--- src/rtl/mfh_pkg.sv ---
// Shared types and constants for the message fragmenter with headers.
`timescale 1ns / 1ps

package mfh_pkg;

    localparam int DATA_W      = 8;
    localparam int LEN_W       = 16;
    localparam int TYPE_W      = 4;
    localparam int OFFSET_W    = 8;
    localparam int INDEX_W     = 9;
    localparam int HDR_BYTES   = 4;
    localparam int STEP_W      = 3;
    localparam int S_TDATA_W   = 32;
    localparam int QUEUE_AW    = 2;
    localparam int QUEUE_DEPTH = 1 << QUEUE_AW;

    localparam logic [DATA_W-1:0]  CONT_FLAG = 8'h10;
    localparam logic [INDEX_W-1:0] INDEX_MAX = 9'd511;
    localparam logic [STEP_W-1:0]  STEP_DATA = 3'd4;

    // One classified input item: optional header, then the payload byte.
    typedef struct packed {
        logic                             has_hdr;
        logic [HDR_BYTES-1:0][DATA_W-1:0] hdr;
        logic [DATA_W-1:0]                data;
        logic                             eof;
    } entry_t;

endpackage

--- src/rtl/mfh_front.sv ---
// Front end: accepts message bytes, tracks fragment state and builds headers.
`timescale 1ns / 1ps

module mfh_front #(
    parameter int PAYLOAD_BYTES = 251
) (
    input  logic                        clk,
    input  logic                        rst_n,
    input  logic                        in_valid,
    output logic                        in_ready,
    input  logic [mfh_pkg::DATA_W-1:0]  data_byte,
    input  logic [mfh_pkg::LEN_W-1:0]   message_length,
    input  logic [mfh_pkg::TYPE_W-1:0]  packet_type,
    input  logic                        q_full,
    output logic                        push,
    output mfh_pkg::entry_t             push_entry
);

    localparam logic [mfh_pkg::OFFSET_W:0] PAYLOAD_LIM = (mfh_pkg::OFFSET_W + 1)'(PAYLOAD_BYTES);

    logic [mfh_pkg::DATA_W-1:0]   seq_reg, seq_next;
    logic [mfh_pkg::LEN_W-1:0]    pos_reg, pos_next;
    logic [mfh_pkg::OFFSET_W-1:0] foff_reg, foff_next;
    logic [mfh_pkg::INDEX_W-1:0]  fidx_reg, fidx_next;
    logic [mfh_pkg::DATA_W-1:0]   fseq_reg, fseq_next;
    logic [mfh_pkg::LEN_W-1:0]    len_reg, len_next;
    logic [mfh_pkg::TYPE_W-1:0]   type_reg, type_next;

    logic                         start;
    logic [mfh_pkg::LEN_W-1:0]    cur_len;
    logic [mfh_pkg::TYPE_W-1:0]   cur_type;
    logic [mfh_pkg::OFFSET_W-1:0] cur_off;
    logic [mfh_pkg::INDEX_W-1:0]  cur_idx;
    logic                         opens_frag;
    logic                         leading;
    logic [mfh_pkg::LEN_W-1:0]    pos_inc;
    logic                         ends_msg;
    logic                         ends_frag;

    assign in_ready = !q_full;
    assign push     = in_valid && !q_full;

    always_comb
    begin
        start      = (pos_reg == '0);
        cur_len    = start ? message_length : len_reg;
        cur_type   = start ? packet_type : type_reg;
        cur_off    = start ? '0 : foff_reg;
        cur_idx    = start ? '0 : fidx_reg;
        opens_frag = (cur_off == '0);
        leading    = (cur_idx == '0);
        pos_inc    = pos_reg + 1'b1;
        ends_msg   = (pos_inc == cur_len);
        ends_frag  = ends_msg || (({1'b0, cur_off} + 1'b1) >= PAYLOAD_LIM);

        push_entry.has_hdr = opens_frag;
        push_entry.hdr[0]  = seq_reg;
        push_entry.hdr[1]  = leading ? {{(mfh_pkg::DATA_W - mfh_pkg::TYPE_W){1'b0}}, cur_type}
                                     : (mfh_pkg::CONT_FLAG
                                        | {{(mfh_pkg::DATA_W - mfh_pkg::TYPE_W){1'b0}}, cur_type});
        push_entry.hdr[2]  = cur_len[mfh_pkg::DATA_W-1:0];
        push_entry.hdr[3]  = leading ? cur_len[mfh_pkg::LEN_W-1:mfh_pkg::DATA_W] : fseq_reg;
        push_entry.data    = data_byte;
        push_entry.eof     = ends_frag;

        seq_next  = seq_reg;
        pos_next  = pos_reg;
        foff_next = foff_reg;
        fidx_next = fidx_reg;
        fseq_next = fseq_reg;
        len_next  = len_reg;
        type_next = type_reg;

        if (push)
        begin
            len_next  = cur_len;
            type_next = cur_type;
            if (opens_frag)
            begin
                seq_next = seq_reg + 1'b1;
                if (leading)
                begin
                    fseq_next = seq_reg;
                end
            end
            if (ends_msg)
            begin
                pos_next  = '0;
                foff_next = '0;
                fidx_next = '0;
            end
            else
            begin
                pos_next = pos_inc;
                if (ends_frag)
                begin
                    foff_next = '0;
                    fidx_next = (cur_idx < mfh_pkg::INDEX_MAX) ? cur_idx + 1'b1 : cur_idx;
                end
                else
                begin
                    foff_next = cur_off + 1'b1;
                    fidx_next = cur_idx;
                end
            end
        end
    end

    always_ff @(posedge clk or negedge rst_n)
    begin
        if (!rst_n)
        begin
            seq_reg  <= '0;
            pos_reg  <= '0;
            foff_reg <= '0;
            fidx_reg <= '0;
            fseq_reg <= '0;
            len_reg  <= '0;
            type_reg <= '0;
        end
        else
        begin
            seq_reg  <= seq_next;
            pos_reg  <= pos_next;
            foff_reg <= foff_next;
            fidx_reg <= fidx_next;
            fseq_reg <= fseq_next;
            len_reg  <= len_next;
            type_reg <= type_next;
        end
    end

endmodule

--- src/rtl/mfh_queue.sv ---
// Small register queue of classified items between the front and back ends.
`timescale 1ns / 1ps

module mfh_queue (
    input  logic            clk,
    input  logic            rst_n,
    input  logic            push,
    input  mfh_pkg::entry_t push_entry,
    output logic            full,
    input  logic            pop,
    output logic            head_valid,
    output mfh_pkg::entry_t head
);

    mfh_pkg::entry_t slots_reg [mfh_pkg::QUEUE_DEPTH];

    logic [mfh_pkg::QUEUE_AW-1:0] wr_ptr_reg, wr_ptr_next;
    logic [mfh_pkg::QUEUE_AW-1:0] rd_ptr_reg, rd_ptr_next;
    logic [mfh_pkg::QUEUE_AW:0]   count_reg, count_next;

    assign full       = (count_reg == (mfh_pkg::QUEUE_AW + 1)'(mfh_pkg::QUEUE_DEPTH));
    assign head_valid = (count_reg != '0);
    assign head       = slots_reg[rd_ptr_reg];

    always_comb
    begin
        wr_ptr_next = push ? wr_ptr_reg + 1'b1 : wr_ptr_reg;
        rd_ptr_next = pop ? rd_ptr_reg + 1'b1 : rd_ptr_reg;
        count_next  = count_reg + {{mfh_pkg::QUEUE_AW{1'b0}}, push}
                                - {{mfh_pkg::QUEUE_AW{1'b0}}, pop};
    end

    always_ff @(posedge clk)
    begin
        if (push)
        begin
            slots_reg[wr_ptr_reg] <= push_entry;
        end
    end

    always_ff @(posedge clk or negedge rst_n)
    begin
        if (!rst_n)
        begin
            wr_ptr_reg <= '0;
            rd_ptr_reg <= '0;
            count_reg  <= '0;
        end
        else
        begin
            wr_ptr_reg <= wr_ptr_next;
            rd_ptr_reg <= rd_ptr_next;
            count_reg  <= count_next;
        end
    end

endmodule

--- src/rtl/mfh_back.sv ---
// Back end: serializes header and payload bytes into the registered output.
`timescale 1ns / 1ps

module mfh_back (
    input  logic                       clk,
    input  logic                       rst_n,
    input  logic                       head_valid,
    input  mfh_pkg::entry_t            head,
    output logic                       pop,
    output logic                       out_valid,
    input  logic                       out_ready,
    output logic [mfh_pkg::DATA_W-1:0] out_byte,
    output logic                       end_of_fragment,
    output logic                       last_of_run
);

    logic [mfh_pkg::STEP_W-1:0] step_reg, step_next;
    logic                       valid_reg, valid_next;
    logic [mfh_pkg::DATA_W-1:0] byte_reg, byte_next;
    logic                       eof_reg, eof_next;
    logic                       last_reg, last_next;

    logic                       load;
    logic                       is_data;

    always_comb
    begin
        load    = head_valid && (!valid_reg || out_ready);
        is_data = !head.has_hdr || (step_reg == mfh_pkg::STEP_DATA);
        pop     = load && is_data;

        valid_next = valid_reg;
        byte_next  = byte_reg;
        eof_next   = eof_reg;
        last_next  = last_reg;
        step_next  = step_reg;

        if (load)
        begin
            valid_next = 1'b1;
            if (is_data)
            begin
                byte_next = head.data;
                eof_next  = head.eof;
                last_next = 1'b1;
                step_next = '0;
            end
            else
            begin
                byte_next = head.hdr[step_reg[1:0]];
                eof_next  = 1'b0;
                last_next = 1'b0;
                step_next = step_reg + 1'b1;
            end
        end
        else if (out_ready)
        begin
            valid_next = 1'b0;
        end
    end

    always_ff @(posedge clk or negedge rst_n)
    begin
        if (!rst_n)
        begin
            valid_reg <= 1'b0;
            step_reg  <= '0;
        end
        else
        begin
            valid_reg <= valid_next;
            step_reg  <= step_next;
        end
    end

    always_ff @(posedge clk)
    begin
        byte_reg <= byte_next;
        eof_reg  <= eof_next;
        last_reg <= last_next;
    end

    assign out_valid       = valid_reg;
    assign out_byte        = byte_reg;
    assign end_of_fragment = eof_reg;
    assign last_of_run     = last_reg;

endmodule

--- src/rtl/message_fragmenter_with_headers_core.sv ---
// Top level of the message fragmenter: front end, item queue and byte serializer.
`timescale 1ns / 1ps

// Message bytes enter one per beat; the length and packet type are taken from the
// first byte of each message. Every PAYLOAD_BYTES payload bytes (and at the start of
// each message) a four-byte header goes out ahead of the payload byte: sequence number,
// type with continuation flag in bit 4, length low byte, then length high byte on the
// leading fragment or the leading fragment's sequence number on later ones. The output
// moves one byte per cycle while m_axis_tready is high; an input byte that opens a
// fragment yields four header bytes and its payload byte, any other byte just its
// payload byte. The input side takes a byte every cycle while the four-entry queue
// between the front end and the output serializer has room; the serializer's single
// output port sets the sustained rate. tlast marks the payload byte that ends a
// fragment; tuser is high on the payload byte, the last beat caused by each input byte.

module message_fragmenter_with_headers_core #(
    parameter int PAYLOAD_BYTES = 251
) (
    input  logic                          clk,
    input  logic                          rst_n,
    input  logic                          s_axis_tvalid,
    output logic                          s_axis_tready,
    // data_byte[7:0], message_length[23:8], packet_type[27:24], zero[31:28]
    input  logic [mfh_pkg::S_TDATA_W-1:0] s_axis_tdata,
    output logic                          m_axis_tvalid,
    input  logic                          m_axis_tready,
    // out_byte[7:0]
    output logic [mfh_pkg::DATA_W-1:0]    m_axis_tdata,
    // end_of_fragment
    output logic                          m_axis_tlast,
    // last_of_run[0]
    output logic                          m_axis_tuser
);

    logic            push;
    logic            q_full;
    logic            pop;
    logic            head_valid;
    mfh_pkg::entry_t push_entry;
    mfh_pkg::entry_t head;

    mfh_front #(
        .PAYLOAD_BYTES(PAYLOAD_BYTES)
    ) u_front (
        .clk            (clk),
        .rst_n          (rst_n),
        .in_valid       (s_axis_tvalid),
        .in_ready       (s_axis_tready),
        .data_byte      (s_axis_tdata[7:0]),
        .message_length (s_axis_tdata[23:8]),
        .packet_type    (s_axis_tdata[27:24]),
        .q_full         (q_full),
        .push           (push),
        .push_entry     (push_entry)
    );

    mfh_queue u_queue (
        .clk        (clk),
        .rst_n      (rst_n),
        .push       (push),
        .push_entry (push_entry),
        .full       (q_full),
        .pop        (pop),
        .head_valid (head_valid),
        .head       (head)
    );

    mfh_back u_back (
        .clk             (clk),
        .rst_n           (rst_n),
        .head_valid      (head_valid),
        .head            (head),
        .pop             (pop),
        .out_valid       (m_axis_tvalid),
        .out_ready       (m_axis_tready),
        .out_byte        (m_axis_tdata),
        .end_of_fragment (m_axis_tlast),
        .last_of_run     (m_axis_tuser)
    );

    // A fragment can only end on a payload byte, never inside a header.
    assert property (@(posedge clk) disable iff (!rst_n)
        m_axis_tvalid && m_axis_tlast |-> m_axis_tuser)
        else $error("end of fragment flagged on a header beat");

    // The serializer only retires an item that the queue actually holds.
    assert property (@(posedge clk) disable iff (!rst_n)
        pop |-> head_valid)
        else $error("queue popped while empty");

    // A full queue must hold off the input side.
    assert property (@(posedge clk) disable iff (!rst_n)
        q_full |-> !push)
        else $error("item pushed into a full queue");

endmodule

--- config.mk ---
export PLATFORM = sky130hd
export DESIGN_NAME = message_fragmenter_with_headers_core
export DESIGN_NICKNAME = d
export VERILOG_FILES = /design/src/rtl/mfh_pkg.sv /design/src/rtl/mfh_front.sv /design/src/rtl/mfh_queue.sv /design/src/rtl/mfh_back.sv /design/src/rtl/message_fragmenter_with_headers_core.sv
export SDC_FILE = /design/constraint.sdc
export NUM_CORES = 1
export LEC_CHECK = 0
export ABC_AREA = 0
export BUFFER_PORTS_ARGS = -buffer_cell sky130_fd_sc_hd__clkbuf_2
export CORE_ASPECT_RATIO = 0.5
export CORE_UTILIZATION = 42
export DETAILED_ROUTE_END_ITERATION = 12
export PLACE_DENSITY = 0.62
export SLEW_MARGIN = 10
export SYNTH_ARGS = -nofsm -noshare
export SYNTH_HDL_FRONTEND = slang
export SYNTH_SLANG_ARGS = --single-unit
--- constraint.sdc ---
create_clock -name clk -period 3.7 [get_ports clk]
set_clock_uncertainty 0.15 [all_clocks]
set_input_delay 0.185 -clock clk [delete_from_list [all_inputs] [get_ports clk]]
set_output_delay 0.185 -clock clk [all_outputs]
set_load 0.03 [all_outputs]
* After elaboration in Yosys (flattened, before gate mapping) *
Memory sizes are Yosys's and may differ from the RTL's.
Cells that the tools add are included.

storage, ports and cells
  memory bits (writable) = 156
  bits in registers = 90
  output and inout port bits = 12
  input port bits = 36
  memories kept = 1
  word-level logic and storage cells = 69

memory list
  memory             depth  width  rd ports  clocked after Yosys merged registers in  write ports  line             RTL
  u_queue.slots_reg  4      39     1         0                                        1            mfh_queue.sv:15  mfh_pkg::entry_t slots_reg [mfh_pkg::QUEUE_DEPTH];

operators by class
  add/subtract/negate cells = 10
  equality and inequality tests = 3
  reduce and logical (&&, ||, !) cells = 16
  mux-type cells = 21
  $lt $le $gt $ge = 3

operators by type and width
  kind                                                                   number
  8-bit 2-to-1 mux                                                       6
  9-bit 2-to-1 mux                                                       4
  16-bit 2-to-1 mux                                                      2
  16-bit by 1-bit adder with 16-bit output, second input constant        1
  8-bit by 1-bit adder with 8-bit output, second input constant          2
  8-bit binary-select mux with 2-bit select                              1
  16-bit equality test                                                   1
  16-bit zero test                                                       1
  8-bit by 1-bit adder with 9-bit output, second input constant          1
  9-bit by 1-bit adder with 9-bit output, second input constant          1
  9-bit by 8-bit >= comparator with 1-bit output, second input constant  1
  9-bit zero test                                                        1
  9-bit < comparator, second input constant                              1
  8-bit zero test                                                        1
  3-bit equality test, second input constant                             2
  1-bit 2-to-1 mux                                                       5
  5-bit 2-to-1 mux                                                       1
  2-bit by 1-bit adder with 2-bit output, second input constant          2
  4-bit 2-to-1 mux                                                       1
  3-bit by 1-bit adder with 3-bit output                                 1
  3-bit by 1-bit adder with 3-bit output, second input constant          1
  1-bit logical AND                                                      3
  1-bit zero test                                                        3
  1-bit logical OR                                                       3
  other kinds (7)                                                        7

* Logic depth before layout (Yosys ltp) *
  depth after elaboration = 7
  gate-level depth with buffers = 17
  mapped depth without buffers = 16

* Modules after synthesis *
A second synthesis with hierarchy kept.

second synthesis, totals
  cells, all modules = 818
  area total of the unflattened synthesis = 11860.1 um^2

by module, submodules not included
  module     times used  area each (um^2)  cells an instance  seq. area each (um^2)
  mfh_queue  1           6508.7            254                5220.0
  mfh_front  1           4534.3            513                1726.7
  mfh_back   1           817.0             51                 400.4

* Worst setup path after synthesis *
Ideal clock, no wire load.

  path kind = flip-flop to flip-flop
  start = register u_front.pos_reg[0] (netlist name)
  end = register u_front.fidx_reg[8] (netlist name)
  data arrival time = 3.233 ns
  setup time = 0.092 ns
  data required time = 3.458 ns
  buffers on the path = 1
  clock period less this slack = 3.475 ns
  cell stages (with the launch flop) = 17
  path slack = 0.225 ns
  path through = dfrtp_1 -> inv_1 -> ha_1 -> nor4b_2 -> nand4_1 -> clkbuf_1 -> nand2_1 -> inv_1 -> ha_1 -> a21boi_0 -> a21o_1 -> a22o_1 -> a21oi_1 -> nor3_1 -> nand2_1 -> or4_4 -> o31ai_2

between the ends
  cells in the longest elaborated chain, start to end = 7
  elaborated cells between the ends (all ways) = 14
  those cells by class = add/sub (3); order compare (2); eq/ne (1); mux (6); reduce/logical (2)

ends and longest elaborated chain
  what                                            line              RTL
  start, declared                                 mfh_front.sv:22   logic [mfh_pkg::LEN_W-1:0] pos_reg, pos_next;
  start signal, assigned                          mfh_front.sv:124  pos_reg <= pos_next;
  16-bit zero test                                mfh_front.sv:45   start = (pos_reg == '0);
  8-bit 2-to-1 mux                                mfh_front.sv:48   cur_off = start ? '0 : foff_reg;
  8-bit by 1-bit adder with 9-bit output          mfh_front.sv:54   ends_frag = ends_msg || (({1'b0, cur_off} + 1'b1) >= PAYLOAD_LIM);
  9-bit by 8-bit >= comparator with 1-bit output  mfh_front.sv:54
  1-bit logical OR                                mfh_front.sv:54
  9-bit 2-to-1 mux                                mfh_front.sv:95   if (ends_frag)
  9-bit 2-to-1 mux *                              mfh_front.sv:86   if (ends_msg)
  end signal, assigned                            mfh_front.sv:126  fidx_reg <= fidx_next;
  end, declared                                   mfh_front.sv:24   logic [mfh_pkg::INDEX_W-1:0] fidx_reg, fidx_next;

Mark *: on every way between the ends. The rest lies on a longest branch, timed or not.
A chain may end at the register's enable or synchronous reset.

==> metrics.cfg <==
[status]
status = completed

[setup_path]
cp.arrival_ns = 3.60
cp.required_ns = 3.75
cp-end-kind = flip-flop
crit_path_start_kind = flip-flop
r2r_slack_ns = 0.14
critical_path_class = reg2reg
crit_chain = inv_1, ha_1, nor4b_4, and4_2, buf_12, mux2i_1, xnor3_1, nand2_1, nor3_1, o2111ai_1, buf_4, nand2_1
slowest_delay_ns = 0.41
cp_max_fo = 24
crit_buf_inv = 3
crit_slowest_cell = dfrtp_1
critPathTopFamily = simple AND/OR/NAND/NOR gates
crit_top_cell = nand2_1

[sta]
rsz0062_at_grt = no
fin_crit_ns = 3.56
slew_violations = 0
timing.final.hold_violations = 0
max_freq_mhz = 281
holdWs_ns = 0.0198
finalSetupViolations = 0
final.setup.worst_slack_ns = 0.144
slew_headroom_pct = 26.8
tightest_slew_ns = 1.10
setup-tns-final_ns = 0
period_share_pct = 96.1

[drt]
drt_iter0_drc = 506
drt-total-wl_mm = 23.9
routed_via_density = 5.48
route.vias.total = 6896
drcViolationCount = 0
detail-route-antenna-nets = 0
wl_per_cell_um = 19.0
dr.pass1.iters = 7

[clock_network]
path_clk_slew_ns = 0.06
clock_path_buffers = 3
htreeDepth = 1
clock_latency_ns = 0.53
cts_tree = yes
postCtsSetupBuffers = 0
cts_root_buf = clkbuf_16
cts_made_buffers = 23
numClockSinks = 246

[power_and_ir_drop]
vdd_drop_max_mv = 0.317
clockPowerShare_pct = 25.9
finalPower_mw = 9.19
power_density_nw_per_um2 = 710
p_leak_nw = 4.96
pwr-share-comb_pct = 30.8
p_sw_mw = 2.99
swShare_pct = 32.5
p_int_mw = 6.20
p_seq_share_pct = 43.3

[floorplan]
initial_utilization_pct = 43.4
dieArea_um2 = 27100
core_area_um2 = 25600
dieHeight_um = 117
ioPinCount = 48
row_count = 41
die_w_um = 232

[logic_synthesis]
synth_ff_type = edfxtp_1
synth_warnings = 0
ys_async_sr_fraction_pct = 32.5
netlist_instances = 800
synth_edf_count = 166
ys_seq_area_share_pct = 62.9
syn-cell-area_um2 = 11100
synth.distinct_cells = 67
avgSynthCellArea_um2 = 13.9
ys_ff_latch = 246
syn_nets = 853

[flow_run]
drv_cap = 0

[placement]
dp_slack_ns = 0.0677
dp_hpwl_mm = 15.8
globalplace.congestion = 0.822
portBuffers = 43

[worst_hold_path]
hold_path.class = in2reg

[grt]
track_usage_pct = 18.4
grt_first_pass_wirelength_mm = 38.2
grt_pass1_vias = 6930
grt_max_degree = 57
grt-ovfl-total = 0
antenna_found_initial = 1

[finish]
largest_reg_flops = 156
final_util_pct = 50.6
layout.nets = 951
diodes = 0
syn2layout_area_growth_pct = 16.6
drive_gt1_share_pct = 23.1

[worst reg2reg max path: cells and delay by family (launching register included)]
family,cells,cell delay [ns]
fa+ha+maj,1,0.15
simple gates,5,1.09
mux,1,0.36
xor+xnor,1,0.37
compound gates,1,0.10
buf+inv,3,0.60
flops,1,0.41
[kinds of logic (layout without fill, tap and decap cells)]
logic type | Yosys count | count (layout) | share of synthesized area [%]
xor+xnor | 33 | 33 | 2.85
simple gates | 246 | 246 | 10.7
mux | 79 | 79 | 12.3
buf+inv | 69 | 183 | 2.83
compound gates | 110 | 110 | 6.38
flops | 246 | 246 | 62.9
fa+ha+maj | 17 | 17 | 1.98
[per-layer routing]
metal / vias to the layer above / part of all wire (%) / global-route usage [%]
li1: 3214 / - / -
met1: 3500 / 47 / 25.7
met2: 141 / 47 / 30.4
met3: 39 / 4.4 / 2.86
met4: 2 / 2.0 / 4.74
met5: - / 0.042 / 0
[worst paths after layout]
| kind | startpoint | end | cells after the start |
|---|---|---|---|
| worst max register to register | u_front.pos_reg[1] | u_queue.slots_reg[2][0] | 12 |
| min in group asynchronous | rst_n | u_front.len_reg[10] | 2 |
| worst min-delay path | s_axis_tdata[13] | u_front.len_reg[5] | 4 |
| max in group asynchronous | rst_n | u_front.len_reg[8] | 3 |
| worst max-delay path | u_front.pos_reg[1] | u_queue.slots_reg[2][0] | 12 |
| worst min register to register | u_front.type_reg[0] | u_front.type_reg[0] | 2 |
[Yosys cell counts (3+ instances only)]
cell type,instances,share of area (%)
mux2_2,21,2.1
a31oi_1,9,0.51
or3_1,5,0.28
o311ai_1,3,0.24
ha_1,16,1.8
nand3_1,20,0.90
clkbuf_1,21,0.71
edfxtp_1,166,45
o21ai_1,19,0.86
nor4_1,6,0.34
a21oi_1,17,0.77
buf_2,7,0.32
and3_1,10,0.56
dfrtp_1,80,18
mux2i_1,14,1.3
o2bb2ai_1,5,0.39
a22oi_1,7,0.47
or4_1,5,0.34
nand2b_1,5,0.28
inv_1,28,0.95
mux4_2,44,8.9
nand2_1,116,3.9
o21ai_0,25,1.1
nand4_1,18,1.0
nor3_1,16,0.72
and2_1,5,0.28
xor2_1,10,0.79
nor2_1,25,0.85
buf_1,6,0.20
and4_1,3,0.24
xnor2_1,21,1.7
[placed cells by master, fill, tap and decap left out, types with 6 or more instances in the layout]
master           n
xnor2_1         21
a22oi_1          7
ha_1            16
nand2_1        114
nor2_1          24
clkbuf_2        42
a31oi_1          9
o21ai_1         19
mux4_2          44
mux2i_1         14
nand4_1         18
nand3_1         20
xor2_1          10
dlygate4sd3_1   25
dfrtp_1         79
a21oi_1         17
buf_4           44
mux2_2          21
nor3_1          15
edfxtp_1       166
and3_1           6
o21ai_0         25
inv_1           28
clkbuf_16       23
[final cells by class]
class / instances / area (um2)
timing repair buffer: 112 / 811
clock buffer: 28 / 614
sequential: 246 / 6990
clock inverter: 13 / 140
inverter: 30 / 113
fill: 2187 / 12700
tap: 344 / 430
multi-input combinational: 485 / 3850
[stage by stage]
stage | cell area, um2 | cells
floorplan | 11100 | 800
global placement | 11900 | 1192
detailed placement | 11900 | 1192
CTS | 12900 | 1258
global route | 12900 | 1258
finish | 12900 | 1258
[power groups by stage]
stage	Clock (mW)	Sequential, mW	Combinational [mW]
after floorplan	0	3.99	1.98
after global placement	0	4.00	2.76
after detailed placement	0	4.03	2.83
after CTS	2.43	3.98	2.86
after global routing	2.55	4.05	3.11
final	2.38	3.98	2.83
[repair_timing]
item | 4_1_cts | 5_1_grt
setup endpoints to repair | 0 | 25
hold buffers | 25 | 0
gates resized for setup | 0 | 9
endpoints found under the hold margin | 131 | 0
Note: power is estimated with default switching activity, not from simulation.
